--- config.mk ---
export PLATFORM = sky130hd
export DESIGN_NAME = led_strip_pattern_generator_top
export DESIGN_NICKNAME = d
export VERILOG_FILES = /design/src/rtl/lspg_pkg.sv /design/src/rtl/lspg_front.sv /design/src/rtl/lspg_queue.sv /design/src/rtl/lspg_back.sv /design/src/rtl/led_strip_pattern_generator_top.sv
export SDC_FILE = /design/constraint.sdc
export NUM_CORES = 1
export LEC_CHECK = 0
export BUFFER_PORTS_ARGS = -buffer_cell sky130_fd_sc_hd__buf_4
export CAP_MARGIN = 30
export CORE_MARGIN = 3
export CORE_UTILIZATION = 60
export DETAILED_ROUTE_END_ITERATION = 12
export PLACE_DENSITY = 0.82
export SETUP_SLACK_MARGIN = 0.02
export SLEW_MARGIN = 20
export SYNTH_ARGS = -nofsm -noshare
export SYNTH_HDL_FRONTEND = slang
export SYNTH_SLANG_ARGS = --single-unit
--- constraint.sdc ---
create_clock -name clk -period 12.5 [get_ports clk]
set_input_delay 2.5 -clock clk [delete_from_list [all_inputs] [get_ports clk]]
set_output_delay 2.5 -clock clk [all_outputs]
set_load 0.02 [all_outputs]
--- src/rtl/lspg_pkg.sv ---
// ----------------------------------------------------------------------------
// lspg_pkg
// Shared types, constants and the color wheel function of the led strip
// pattern generator.
// ----------------------------------------------------------------------------
package lspg_pkg;

  // field widths
  localparam int COUNT_W = 7;
  localparam int MODE_W  = 2;
  localparam int COLOR_W = 24;
  localparam int HUE_W   = 8;
  localparam int PHASE_W = 2;
  localparam int INDEX_W = 6;
  localparam int CHAN_W  = 8;
  localparam int STEP_W  = 9;
  localparam int CFG_IDX_W = 2;

  // default strip size
  localparam int MAX_PIXELS_DEF = 64;

  // register indexes of the configuration port
  localparam logic [CFG_IDX_W-1:0] CFG_PIXEL_COUNT  = 2'd0;
  localparam logic [CFG_IDX_W-1:0] CFG_PATTERN_MODE = 2'd1;
  localparam logic [CFG_IDX_W-1:0] CFG_CHASE_COLOR  = 2'd2;

  // reset values of the configuration registers
  localparam logic [COUNT_W-1:0] PIXEL_COUNT_RST  = 7'd20;
  localparam logic [MODE_W-1:0]  PATTERN_MODE_RST = 2'd1;
  localparam logic [COLOR_W-1:0] CHASE_COLOR_RST  = 24'd0;

  // pattern modes
  localparam logic [MODE_W-1:0] MODE_RAINBOW       = 2'd0;
  localparam logic [MODE_W-1:0] MODE_CYCLE         = 2'd1;
  localparam logic [MODE_W-1:0] MODE_CHASE         = 2'd2;
  localparam logic [MODE_W-1:0] MODE_CHASE_RAINBOW = 2'd3;

  // last chase phase before wrapping
  localparam logic [PHASE_W-1:0] PHASE_LAST = 2'd2;

  // descriptor queue depth
  localparam int QUEUE_DEPTH = 2;

  // one frame as handed from front to back
  typedef struct packed {
    logic [COUNT_W-1:0] count;
    logic [MODE_W-1:0]  mode;
    logic [COLOR_W-1:0] color;
    logic [HUE_W-1:0]   hue;
    logic [PHASE_W-1:0] phase;
    logic [STEP_W-1:0]  step;
    logic [COUNT_W-1:0] rem;
  } frame_desc_t;

  typedef struct packed {
    logic [CHAN_W-1:0] r;
    logic [CHAN_W-1:0] g;
    logic [CHAN_W-1:0] b;
  } rgb_t;

  // color wheel: three segments split at 85 and 170 on the inverted position
  function automatic rgb_t wheel(input logic [HUE_W-1:0] pos);
    logic [HUE_W-1:0] q;
    logic [HUE_W-1:0] t;
    rgb_t             c;
    q = 8'd255 - pos;
    c = '0;
    if (q < 8'd85) begin
      t   = 8'(q * 2'd3);
      c.r = 8'd255 - t;
      c.b = t;
    end else if (q < 8'd170) begin
      t   = 8'((q - 8'd85) * 2'd3);
      c.g = t;
      c.b = 8'd255 - t;
    end else begin
      t   = 8'((q - 8'd170) * 2'd3);
      c.r = t;
      c.g = 8'd255 - t;
    end
    return c;
  endfunction

endpackage

--- src/rtl/lspg_front.sv ---
// ----------------------------------------------------------------------------
// lspg_front
// Takes frame ticks, holds the configuration and the hue and chase counters,
// works out the per-pixel cycle step by a bit-serial divider and queues a
// frame descriptor.
// ----------------------------------------------------------------------------
module lspg_front #(
  parameter int MAX_PIXELS = lspg_pkg::MAX_PIXELS_DEF
) (
  input  logic                            clk,
  input  logic                            rst_n,
  input  logic                            in_valid,
  output logic                            in_ready,
  input  logic                            in_restart,
  input  logic                            cfg_valid,
  output logic                            cfg_ready,
  input  logic [lspg_pkg::CFG_IDX_W-1:0]  cfg_index,
  input  logic [lspg_pkg::COLOR_W-1:0]    cfg_data,
  output logic                            push_valid,
  input  logic                            push_ready,
  output lspg_pkg::frame_desc_t           push_desc
);
  import lspg_pkg::*;

  typedef enum logic [1:0] {F_IDLE, F_DIV, F_PUSH} fstate_t;

  localparam logic [STEP_W-1:0]  DIVIDEND = 9'd256;
  localparam logic [COUNT_W-1:0] MAX_CNT  = COUNT_W'(MAX_PIXELS);

  fstate_t              state_r, state_nxt;
  logic [COUNT_W-1:0]   pixel_count_r;
  logic [MODE_W-1:0]    pattern_mode_r;
  logic [COLOR_W-1:0]   chase_color_r;
  logic [HUE_W-1:0]     hue_r, hue_nxt;
  logic [PHASE_W-1:0]   phase_r, phase_nxt;
  frame_desc_t          desc_r, desc_nxt;
  logic [COUNT_W:0]     div_rem_r, div_rem_nxt;
  logic [STEP_W-1:0]    div_quo_r, div_quo_nxt;
  logic [3:0]           div_cnt_r, div_cnt_nxt;

  logic                 accept;
  logic [COUNT_W-1:0]   count_sat;
  logic [HUE_W-1:0]     hue_eff;
  logic [PHASE_W-1:0]   phase_eff;
  logic [COUNT_W:0]     trial;

  assign in_ready   = (state_r == F_IDLE);
  assign cfg_ready  = 1'b1;
  assign accept     = in_valid && in_ready;
  assign push_valid = (state_r == F_PUSH);
  assign push_desc  = desc_r;

  // frame size clamped to the strip length
  assign count_sat = (pixel_count_r > MAX_CNT) ? MAX_CNT : pixel_count_r;

  // restart clears counters ahead of this frame
  assign hue_eff   = in_restart ? '0 : hue_r;
  assign phase_eff = in_restart ? '0 : phase_r;

  // counter advance after the frame
  always_comb begin
    hue_nxt   = hue_eff;
    phase_nxt = phase_eff;
    if (pattern_mode_r == MODE_CHASE_RAINBOW) begin
      if (phase_eff >= PHASE_LAST) begin
        phase_nxt = '0;
        hue_nxt   = hue_eff + 1'b1;
      end else begin
        phase_nxt = phase_eff + 1'b1;
      end
    end else begin
      hue_nxt = hue_eff + 1'b1;
      if (pattern_mode_r == MODE_CHASE) begin
        phase_nxt = (phase_eff >= PHASE_LAST) ? '0 : phase_eff + 1'b1;
      end
    end
  end

  // one restoring divide step per cycle: 256 / count
  assign trial = {div_rem_r[COUNT_W-1:0], DIVIDEND[div_cnt_r]};

  always_comb begin
    state_nxt   = state_r;
    desc_nxt    = desc_r;
    div_rem_nxt = div_rem_r;
    div_quo_nxt = div_quo_r;
    div_cnt_nxt = div_cnt_r;
    unique case (state_r)
      F_IDLE: begin
        if (accept) begin
          desc_nxt.count = count_sat;
          desc_nxt.mode  = pattern_mode_r;
          desc_nxt.color = chase_color_r;
          desc_nxt.hue   = hue_eff;
          desc_nxt.phase = phase_eff;
          div_rem_nxt    = '0;
          div_quo_nxt    = '0;
          div_cnt_nxt    = 4'(STEP_W - 1);
          state_nxt      = F_DIV;
        end
      end
      F_DIV: begin
        if (trial >= {1'b0, desc_r.count}) begin
          div_rem_nxt = trial - {1'b0, desc_r.count};
          div_quo_nxt = {div_quo_r[STEP_W-2:0], 1'b1};
        end else begin
          div_rem_nxt = trial;
          div_quo_nxt = {div_quo_r[STEP_W-2:0], 1'b0};
        end
        div_cnt_nxt = div_cnt_r - 1'b1;
        if (div_cnt_r == '0) begin
          desc_nxt.step = div_quo_nxt;
          desc_nxt.rem  = div_rem_nxt[COUNT_W-1:0];
          state_nxt     = F_PUSH;
        end
      end
      F_PUSH: begin
        if (push_ready) begin
          state_nxt = F_IDLE;
        end
      end
      default: state_nxt = F_IDLE;
    endcase
  end

  // state, configuration and counters
  always_ff @(posedge clk) begin
    if (!rst_n) begin
      state_r        <= F_IDLE;
      pixel_count_r  <= PIXEL_COUNT_RST;
      pattern_mode_r <= PATTERN_MODE_RST;
      chase_color_r  <= CHASE_COLOR_RST;
      hue_r          <= '0;
      phase_r        <= '0;
    end else begin
      state_r <= state_nxt;
      if (cfg_valid && cfg_ready) begin
        unique case (cfg_index)
          CFG_PIXEL_COUNT:  pixel_count_r  <= cfg_data[COUNT_W-1:0];
          CFG_PATTERN_MODE: pattern_mode_r <= cfg_data[MODE_W-1:0];
          CFG_CHASE_COLOR:  chase_color_r  <= cfg_data;
          default: ;
        endcase
      end
      if (accept) begin
        hue_r   <= hue_nxt;
        phase_r <= phase_nxt;
      end
    end
  end

  // datapath registers
  always_ff @(posedge clk) begin
    desc_r    <= desc_nxt;
    div_rem_r <= div_rem_nxt;
    div_quo_r <= div_quo_nxt;
    div_cnt_r <= div_cnt_nxt;
  end

endmodule

--- src/rtl/lspg_queue.sv ---
// ----------------------------------------------------------------------------
// lspg_queue
// Small descriptor queue between the front and back sections.
// ----------------------------------------------------------------------------
module lspg_queue (
  input  logic                  clk,
  input  logic                  rst_n,
  input  logic                  push_valid,
  output logic                  push_ready,
  input  lspg_pkg::frame_desc_t push_desc,
  output logic                  pop_valid,
  input  logic                  pop_ready,
  output lspg_pkg::frame_desc_t pop_desc
);
  import lspg_pkg::*;

  localparam int PTR_W = $clog2(QUEUE_DEPTH);

  frame_desc_t        mem_r [QUEUE_DEPTH];
  logic [PTR_W-1:0]   wr_ptr_r;
  logic [PTR_W-1:0]   rd_ptr_r;
  logic [PTR_W:0]     fill_r;
  logic               do_push;
  logic               do_pop;

  assign push_ready = (fill_r != (PTR_W+1)'(QUEUE_DEPTH));
  assign pop_valid  = (fill_r != '0);
  assign pop_desc   = mem_r[rd_ptr_r];
  assign do_push    = push_valid && push_ready;
  assign do_pop     = pop_valid && pop_ready;

  // pointers and fill level
  always_ff @(posedge clk) begin
    if (!rst_n) begin
      wr_ptr_r <= '0;
      rd_ptr_r <= '0;
      fill_r   <= '0;
    end else begin
      if (do_push) wr_ptr_r <= wr_ptr_r + 1'b1;
      if (do_pop)  rd_ptr_r <= rd_ptr_r + 1'b1;
      case ({do_push, do_pop})
        2'b10:   fill_r <= fill_r + 1'b1;
        2'b01:   fill_r <= fill_r - 1'b1;
        default: fill_r <= fill_r;
      endcase
    end
  end

  // storage
  always_ff @(posedge clk) begin
    if (do_push) mem_r[wr_ptr_r] <= push_desc;
  end

endmodule

--- src/rtl/lspg_back.sv ---
// ----------------------------------------------------------------------------
// lspg_back
// Walks the pixels of a queued frame, one per cycle unless the result channel
// stalls, and drives the result channel through an output register.
// ----------------------------------------------------------------------------
module lspg_back (
  input  logic                            clk,
  input  logic                            rst_n,
  input  logic                            pop_valid,
  output logic                            pop_ready,
  input  lspg_pkg::frame_desc_t           pop_desc,
  output logic                            out_valid,
  input  logic                            out_ready,
  output logic [lspg_pkg::INDEX_W-1:0]    out_pixel_index,
  output logic [lspg_pkg::CHAN_W-1:0]     out_red,
  output logic [lspg_pkg::CHAN_W-1:0]     out_green,
  output logic [lspg_pkg::CHAN_W-1:0]     out_blue,
  output logic                            out_last_pixel
);
  import lspg_pkg::*;

  logic                busy_r;
  frame_desc_t         d_r;
  logic [COUNT_W-1:0]  idx_r;
  logic [1:0]          mod3_r;
  logic [STEP_W-1:0]   q_r;
  logic [COUNT_W-1:0]  r_r;
  logic                out_valid_r;
  logic [INDEX_W-1:0]  pix_r;
  rgb_t                rgb_r;
  logic                last_r;

  logic                load;
  logic                take;
  logic                last;
  logic                lit;
  logic [COUNT_W:0]    r_sum;
  logic [HUE_W:0]      cr_sum;
  logic [HUE_W-1:0]    cr_pos;
  rgb_t                color;

  assign pop_ready = !busy_r;
  assign take      = pop_valid && pop_ready;
  assign load      = busy_r && (!out_valid_r || out_ready);
  assign last      = ((idx_r + 1'b1) == d_r.count);
  assign lit       = (mod3_r == d_r.phase);

  // chase rainbow position, taken mod 255
  assign cr_sum = (HUE_W+1)'(idx_r - COUNT_W'(d_r.phase)) + (HUE_W+1)'(d_r.hue);
  assign cr_pos = (cr_sum >= 9'd255) ? HUE_W'(cr_sum - 9'd255) : cr_sum[HUE_W-1:0];

  // remainder accumulation for the cycle mode
  assign r_sum = {1'b0, r_r} + {1'b0, d_r.rem};

  // pixel color
  always_comb begin
    color = '0;
    unique case (d_r.mode)
      MODE_RAINBOW:  color = wheel(HUE_W'(idx_r) + d_r.hue);
      MODE_CYCLE:    color = wheel(q_r[HUE_W-1:0] + d_r.hue);
      MODE_CHASE: begin
        if (lit) color = d_r.color;
      end
      MODE_CHASE_RAINBOW: begin
        if (lit) color = wheel(cr_pos);
      end
      default: color = '0;
    endcase
  end

  // frame walk and output register
  always_ff @(posedge clk) begin
    if (!rst_n) begin
      busy_r      <= 1'b0;
      out_valid_r <= 1'b0;
    end else begin
      if (out_valid_r && out_ready) out_valid_r <= 1'b0;
      if (take) begin
        busy_r <= (pop_desc.count != '0);
      end else if (load) begin
        out_valid_r <= 1'b1;
        if (last) busy_r <= 1'b0;
      end
    end
  end

  always_ff @(posedge clk) begin
    if (take) begin
      d_r    <= pop_desc;
      idx_r  <= '0;
      mod3_r <= '0;
      q_r    <= '0;
      r_r    <= '0;
    end else if (load) begin
      idx_r  <= idx_r + 1'b1;
      mod3_r <= (mod3_r == 2'd2) ? 2'd0 : mod3_r + 1'b1;
      if (r_sum >= {1'b0, d_r.count}) begin
        r_r <= COUNT_W'(r_sum - {1'b0, d_r.count});
        q_r <= q_r + d_r.step + 1'b1;
      end else begin
        r_r <= r_sum[COUNT_W-1:0];
        q_r <= q_r + d_r.step;
      end
    end
    if (load) begin
      pix_r  <= idx_r[INDEX_W-1:0];
      rgb_r  <= color;
      last_r <= last;
    end
  end

  assign out_valid       = out_valid_r;
  assign out_pixel_index = pix_r;
  assign out_red         = rgb_r.r;
  assign out_green       = rgb_r.g;
  assign out_blue        = rgb_r.b;
  assign out_last_pixel  = last_r;

endmodule

--- src/rtl/led_strip_pattern_generator_top.sv ---
// Path: after acceptance, a tick's first pixel passes the bit-serial divide of 256 by the
// pixel count, the push, the queue pop and the output register.
// Throughput: one pixel result per cycle while out_ready holds; the front takes no new tick
// until its descriptor is pushed, and the back pops the next frame after its last pixel.
// Reset: synchronous active-low rst_n clears hue, chase phase, queue and
// handshakes and loads the configuration defaults (20 pixels, cycle mode).
// ----------------------------------------------------------------------------
// led_strip_pattern_generator_top
// Color wheel rainbow and theater chase pattern generator for an RGB strip.
// ----------------------------------------------------------------------------
module led_strip_pattern_generator_top #(
  parameter int MAX_PIXELS = lspg_pkg::MAX_PIXELS_DEF
) (
  input  logic                            clk,
  input  logic                            rst_n,
  input  logic                            in_valid,
  output logic                            in_ready,
  input  logic                            in_restart,
  input  logic                            cfg_valid,
  output logic                            cfg_ready,
  input  logic [lspg_pkg::CFG_IDX_W-1:0]  cfg_index,
  input  logic [lspg_pkg::COLOR_W-1:0]    cfg_data,
  output logic                            out_valid,
  input  logic                            out_ready,
  output logic [lspg_pkg::INDEX_W-1:0]    out_pixel_index,
  output logic [lspg_pkg::CHAN_W-1:0]     out_red,
  output logic [lspg_pkg::CHAN_W-1:0]     out_green,
  output logic [lspg_pkg::CHAN_W-1:0]     out_blue,
  output logic                            out_last_pixel
);
  import lspg_pkg::*;

  logic        push_valid;
  logic        push_ready;
  frame_desc_t push_desc;
  logic        pop_valid;
  logic        pop_ready;
  frame_desc_t pop_desc;

  // tick intake and frame setup
  lspg_front #(
    .MAX_PIXELS (MAX_PIXELS)
  ) u_front (
    .clk        (clk),
    .rst_n      (rst_n),
    .in_valid   (in_valid),
    .in_ready   (in_ready),
    .in_restart (in_restart),
    .cfg_valid  (cfg_valid),
    .cfg_ready  (cfg_ready),
    .cfg_index  (cfg_index),
    .cfg_data   (cfg_data),
    .push_valid (push_valid),
    .push_ready (push_ready),
    .push_desc  (push_desc)
  );

  // frame descriptor queue
  lspg_queue u_queue (
    .clk        (clk),
    .rst_n      (rst_n),
    .push_valid (push_valid),
    .push_ready (push_ready),
    .push_desc  (push_desc),
    .pop_valid  (pop_valid),
    .pop_ready  (pop_ready),
    .pop_desc   (pop_desc)
  );

  // pixel walk and result channel
  lspg_back u_back (
    .clk             (clk),
    .rst_n           (rst_n),
    .pop_valid       (pop_valid),
    .pop_ready       (pop_ready),
    .pop_desc        (pop_desc),
    .out_valid       (out_valid),
    .out_ready       (out_ready),
    .out_pixel_index (out_pixel_index),
    .out_red         (out_red),
    .out_green       (out_green),
    .out_blue        (out_blue),
    .out_last_pixel  (out_last_pixel)
  );

endmodule
# Word-level counts from Yosys, hierarchy flattened
# Memory sizes are Yosys's and may differ from the RTL's. A register that Yosys moved wholly into a read port is not among the register bits.
# Index checks and enable logic that the tools add are counted.
# word_totals
reg_bits	244
ram_bits	118
romBits	16
in_bits	32
n_memories	2
# mem_list
name	words	width	rd	rd_clocked_by_memory_dff	write_ports	line_no	text
u_queue.mem_r	2	59	1	1	1	lspg_queue.sv:19	frame_desc_t mem_r [QUEUE_DEPTH];
(name not given)	16	1	1	1	0	lspg_front.sv:80	assign trial = {div_rem_r[COUNT_W-1:0], DIVIDEND[div_cnt_r]};
# op_classes
add_sub_neg	37
n_mul	9
order_cmp	12
n_eq_ne	18
n_mux	57
reduce_logical	26
# ops
op	count
2-to-1 mux 8 bit	23
one-hot mux 24 bit (4 select lines)	1
subtractor 8 bit, first input constant	12
multiplier 8 x 2 -> 8 bit, second input constant	9
2-to-1 mux 24 bit	2
subtractor 8 bit, second input constant	4
less-than comparator 8 x 7 -> 1 bit, second input constant	3
less-than comparator 8 bit, second input constant	3
subtractor 8 x 7 -> 8 bit, second input constant	3
2-to-1 mux 7 bit	3
== test 2 bit, second input constant	8
>= comparator 8 x 7 -> 1 bit	2
2-to-1 mux 2 bit	8
one-hot mux 8 bit (2 select lines)	1
one-hot mux 7 bit (2 select lines)	1
AND reduction 2 bit	7
subtractor 7 bit	2
2-to-1 mux 1 bit	12
nonzero test 2 bit	5
adder 9 x 1 -> 9 bit, second input constant	1
adder 9 x 8 -> 9 bit	1
adder 9 bit	1
>= comparator 9 x 8 -> 1 bit, second input constant	1
2-to-1 mux 9 bit	1
other kinds (29)	45

# Depth between registers and ports, before layout
# depth
word_depth	12
mapped_depth	31

# By module
# From an unflattened synthesis, not the netlist that was laid out.
# unflattened
hier_cells	1799
area_unflattened_um2	20258.2
# modules_own_cells
module	instances	cells_per_inst	area_each_um2	seq_area_each_um2
lspg_back	1	1176	10754.1	3193.1
lspg_front	1	415	5014.8	3263.1
lspg_queue	1	208	4489.3	3643.5

# Worst setup path after synthesis
# OpenSTA, ideal clock, no wires.
# synth_path
path_kind	flip-flop to flip-flop
from	register u_back.idx_r[0]
to	register u_back.rgb_r (netlist bit u_back.out_green[6]), data pin
arrival_time_ns	6.170
t_required_ns	12.355
slack_ns	6.185
stages_incl_launch_ff	31
synth_period_minus_slack_ns	6.315
cell_sequence	dfxtp_1 inv_1 ha_1 inv_1 fa_1 or3_1 xnor2_1 ha_1 o211ai_1 o21a_2 a221oi_1 o21a_2 a21o_1 buf_6 nand2_1 xnor2_1 inv_1 ha_1 and2_1 and3_1 a2111oi_4 xnor2_2 inv_2 ha_1 nand2_1 o31ai_1 nand2_1 o21ai_2 xnor2_1 a211o_1 o21ai_1
# synth_lines
item	line_no	text
start: declaration	lspg_back.sv:24	logic [COUNT_W-1:0] idx_r;
start signal: assignment	lspg_back.sv:95	idx_r <= idx_r + 1'b1;
end signal: assignment	lspg_back.sv:107	rgb_r <= color;
end: declaration	lspg_back.sv:30	rgb_t rgb_r;

==> results.json <==
{
  "grt_start_max_net_pins": 60,
  "gr-usage-met1": 0.3478,
  "worst_pin_slew_ns": 0.8846,
  "period_share": 0.5815,
  "reg2regPathDepth": 28,
  "slew_headroom": 0.4060,
  "synth.area.top_cells": "edfxtp_1 (43%), ha_1 (9.1%), dfxtp_1 (7.8%)",
  "layout_setup_ws_ns": 5.232,
  "hold_buffers": 0,
  "period_needed_ns": 7.268,
  "clockRootBuffer": "clkbuf_16",
  "busiest_layer": "met2",
  "yosysMostFrequentCell": "edfxtp_1",
  "hpwlAfterDp_mm": 31.69,
  "fp.coreArea_um2": 32040,
  "yosys.cell_types.count": 87,
  "grt.met2_usage": 0.4082,
  "ant_nets": 0,
  "diodes": 0,
  "fin_cells": 2292,
  "synth_top_area_share": 0.4257,
  "synth-async-reset-ratio": 0,
  "design_area_um2": 21970,
  "synth_area_um2": 19820,
  "antenna_found_initial": 0,
  "via_per_inst": 5.845,
  "syn_inst": 1762,
  "rsz0062_at_grt": "false",
  "cts_buffers": 37,
  "path_max_fanout": 10,
  "seq_area_um2": 9981,
  "status": "completed",
  "clock_sinks": 358,
  "synthesis.nets": 1952,
  "avgRoutedWirePerCell_um": 19.04,
  "hold_violations": 0,
  "die_area_um2": 35260,
  "pin_count": 66,
  "arrival_ns": 7.54,
  "layout-drive-gt1-share": 0.1309,
  "cts_tree": "built",
  "ctsResizeCount": 0,
  "clock.fmax_mhz": 137.6,
  "post_cts_buffers": 0,
  "dr.pass1.iters": 5,
  "tns_ns": 0,
  "multi_input_area_um2": 9188,
  "worst_setup_path_start_kind": "register",
  "max-cap-violations": 0,
  "placed_area_um2": 20740,
  "grt_pass1_vias": 13490,
  "yosysSeqAreaShare": 0.5034,
  "nets": 2018,
  "finalSetupViolCount": 0,
  "io_buffer_count": 64,
  "slew_viol_final": 0,
  "synth_area_leader_cell": "edfxtp_1",
  "die_y_um": 187.8,
  "cts_htree_levels": 2,
  "cp_slowest_cell": "a2111oi_4",
  "synth_edf_count": 281,
  "met3_usage": 0.03103,
  "min_path_type": "register to register",
  "finalClockSkew_ns": 0.01912,
  "synth-seq-cells": 358,
  "fill_cells": 2312,
  "die_w_um": 187.8,
  "vias": 13400,
  "critPathKind": "register to register",
  "grt_pass1_wl_mm": 70.66,
  "area_growth_pct": 10.85,
  "place.gp.congestion": 0.9717,
  "post-place-ws_ns": 5.253,
  "clockBufferDepth": 3,
  "path_common_cell": "ha_1",
  "initial_core_util": 0.6186,
  "drc": 0,
  "synth.top_cells.by_count": "edfxtp_1 (281), nand2_1 (147), ha_1 (144), a21oi_1 (123), xnor2_1 (113)",
  "endpoint_kind": "register",
  "std_cell_rows": 65,
  "hold_depth": 0,
  "gr-total-overflow": 0,
  "cp.required_ns": 12.78,
  "insertion_delay_ns": 0.53,
  "synth_flop_cell": "edfxtp_1",
  "path_clk_slew_ns": 0.06,
  "drt_iter0_markers": 1036,
  "wl_mm": 43.64,
  "max_stage_delay_ns": 0.53,
  "dp.cells": 2221,
  "syn_avg_cell_area_um2": 11.25,
  "grt_usage": 0.2478,
  "yosys_warnings": 0
}
sequential cells by signal, indices dropped and copies added, names as in the netlist, 4 cells and up, named ones only:
| signal | count |
|---|---|
| u_front.pixel_count_r | 7 |
| u_back.out_blue | 8 |
| u_front.chase_color_r | 24 |
| u_front.div_quo_r | 7 |
| u_front.div_cnt_r | 4 |
| u_back.d_r | 58 |
| u_back.out_pixel_index | 6 |
| u_back.idx_r | 7 |
| u_back.out_green | 8 |
| u_back.r_r | 7 |
| u_front.div_rem_r | 7 |
| u_back.out_red | 8 |
| u_front.push_desc | 58 |
| u_back.q_r | 8 |
| u_front.hue_r | 8 |
| u_queue.mem_r | 116 |
cell families after synthesis:
kind of cell / share of synthesized area
AO/OA/AOI/OAI: 0.1360
XOR/XNOR: 0.07006
adder cells (fa/ha/maj): 0.1050
buffers and inverters: 0.03434
flip-flops: 0.5034
multiplexers: 0.04437
other: 0.0001892
AND/OR/NAND/NOR: 0.1065
metal layers:
layer	vias to the layer above	wire, µm
met5	-	0
met4	0	1211
met3	76	2678
met2	420	20410
met1	6412	19330
li1	6488	-
layout by cell type (no fill, tap or decap), drive strengths merged, types with 35 or more instances in the layout:
master and count:
edfxtp 281, nand2 147, ha 144, a21oi 126, inv 119, xnor2 115
nor2 100, o21ai 89, buf 80, dfxtp 77, mux2 63, clkbuf 45
nor2b 39, xor2 35
final cells by class:
class                           count  area share
Multi-Input combinational cell   1233      0.4181
Tap cell                          435     0.02477
Inverter                          118     0.02033
Clock inverter                     23    0.008997
Clock buffer                       45     0.04533
Sequential cell                   358      0.4542
Timing Repair Buffer               80     0.02824
stage by stage:
| stage | hold slack [ns] | util |
|---|---|---|
| 6_report | 0.4207 | 0.6857 |
| 3_3_place_gp | 0.4029 | 0.6469 |
| 5_1_grt | 0.4272 | 0.6857 |
| 3_5_place_dp | 0.4054 | 0.6472 |
| 2_1_floorplan | 0.4003 | - |
| 4_1_cts | 0.4199 | 0.6844 |
critical path: cells and delay by family (launching register included):
| kind | cells | cell delay (ns) |
|---|---|---|
| compound gates | 9 | 2.79 |
| fa+ha+maj | 5 | 1.54 |
| simple gates | 6 | 1.04 |
| xor+xnor | 4 | 0.83 |
| buf+inv | 4 | 0.43 |
| flops | 1 | 0.39 |
path summary, 6_finish.rpt:
kind | start | slack (ns) | to
worst max register to register | u_back.idx_r[0] | 5.23 | u_back.out_blue[4]
worst min-delay path | u_front.div_quo_r[6] | 0.42 | u_front.push_desc[14]
worst min register to register | u_front.div_quo_r[6] | 0.42 | u_front.push_desc[14]
worst max-delay path | u_back.idx_r[0] | 5.23 | u_back.out_blue[4]
Power is left out: the tool's default activity adds up to more than one toggle a clock period on the data nets, which glitch-free logic cannot reach.
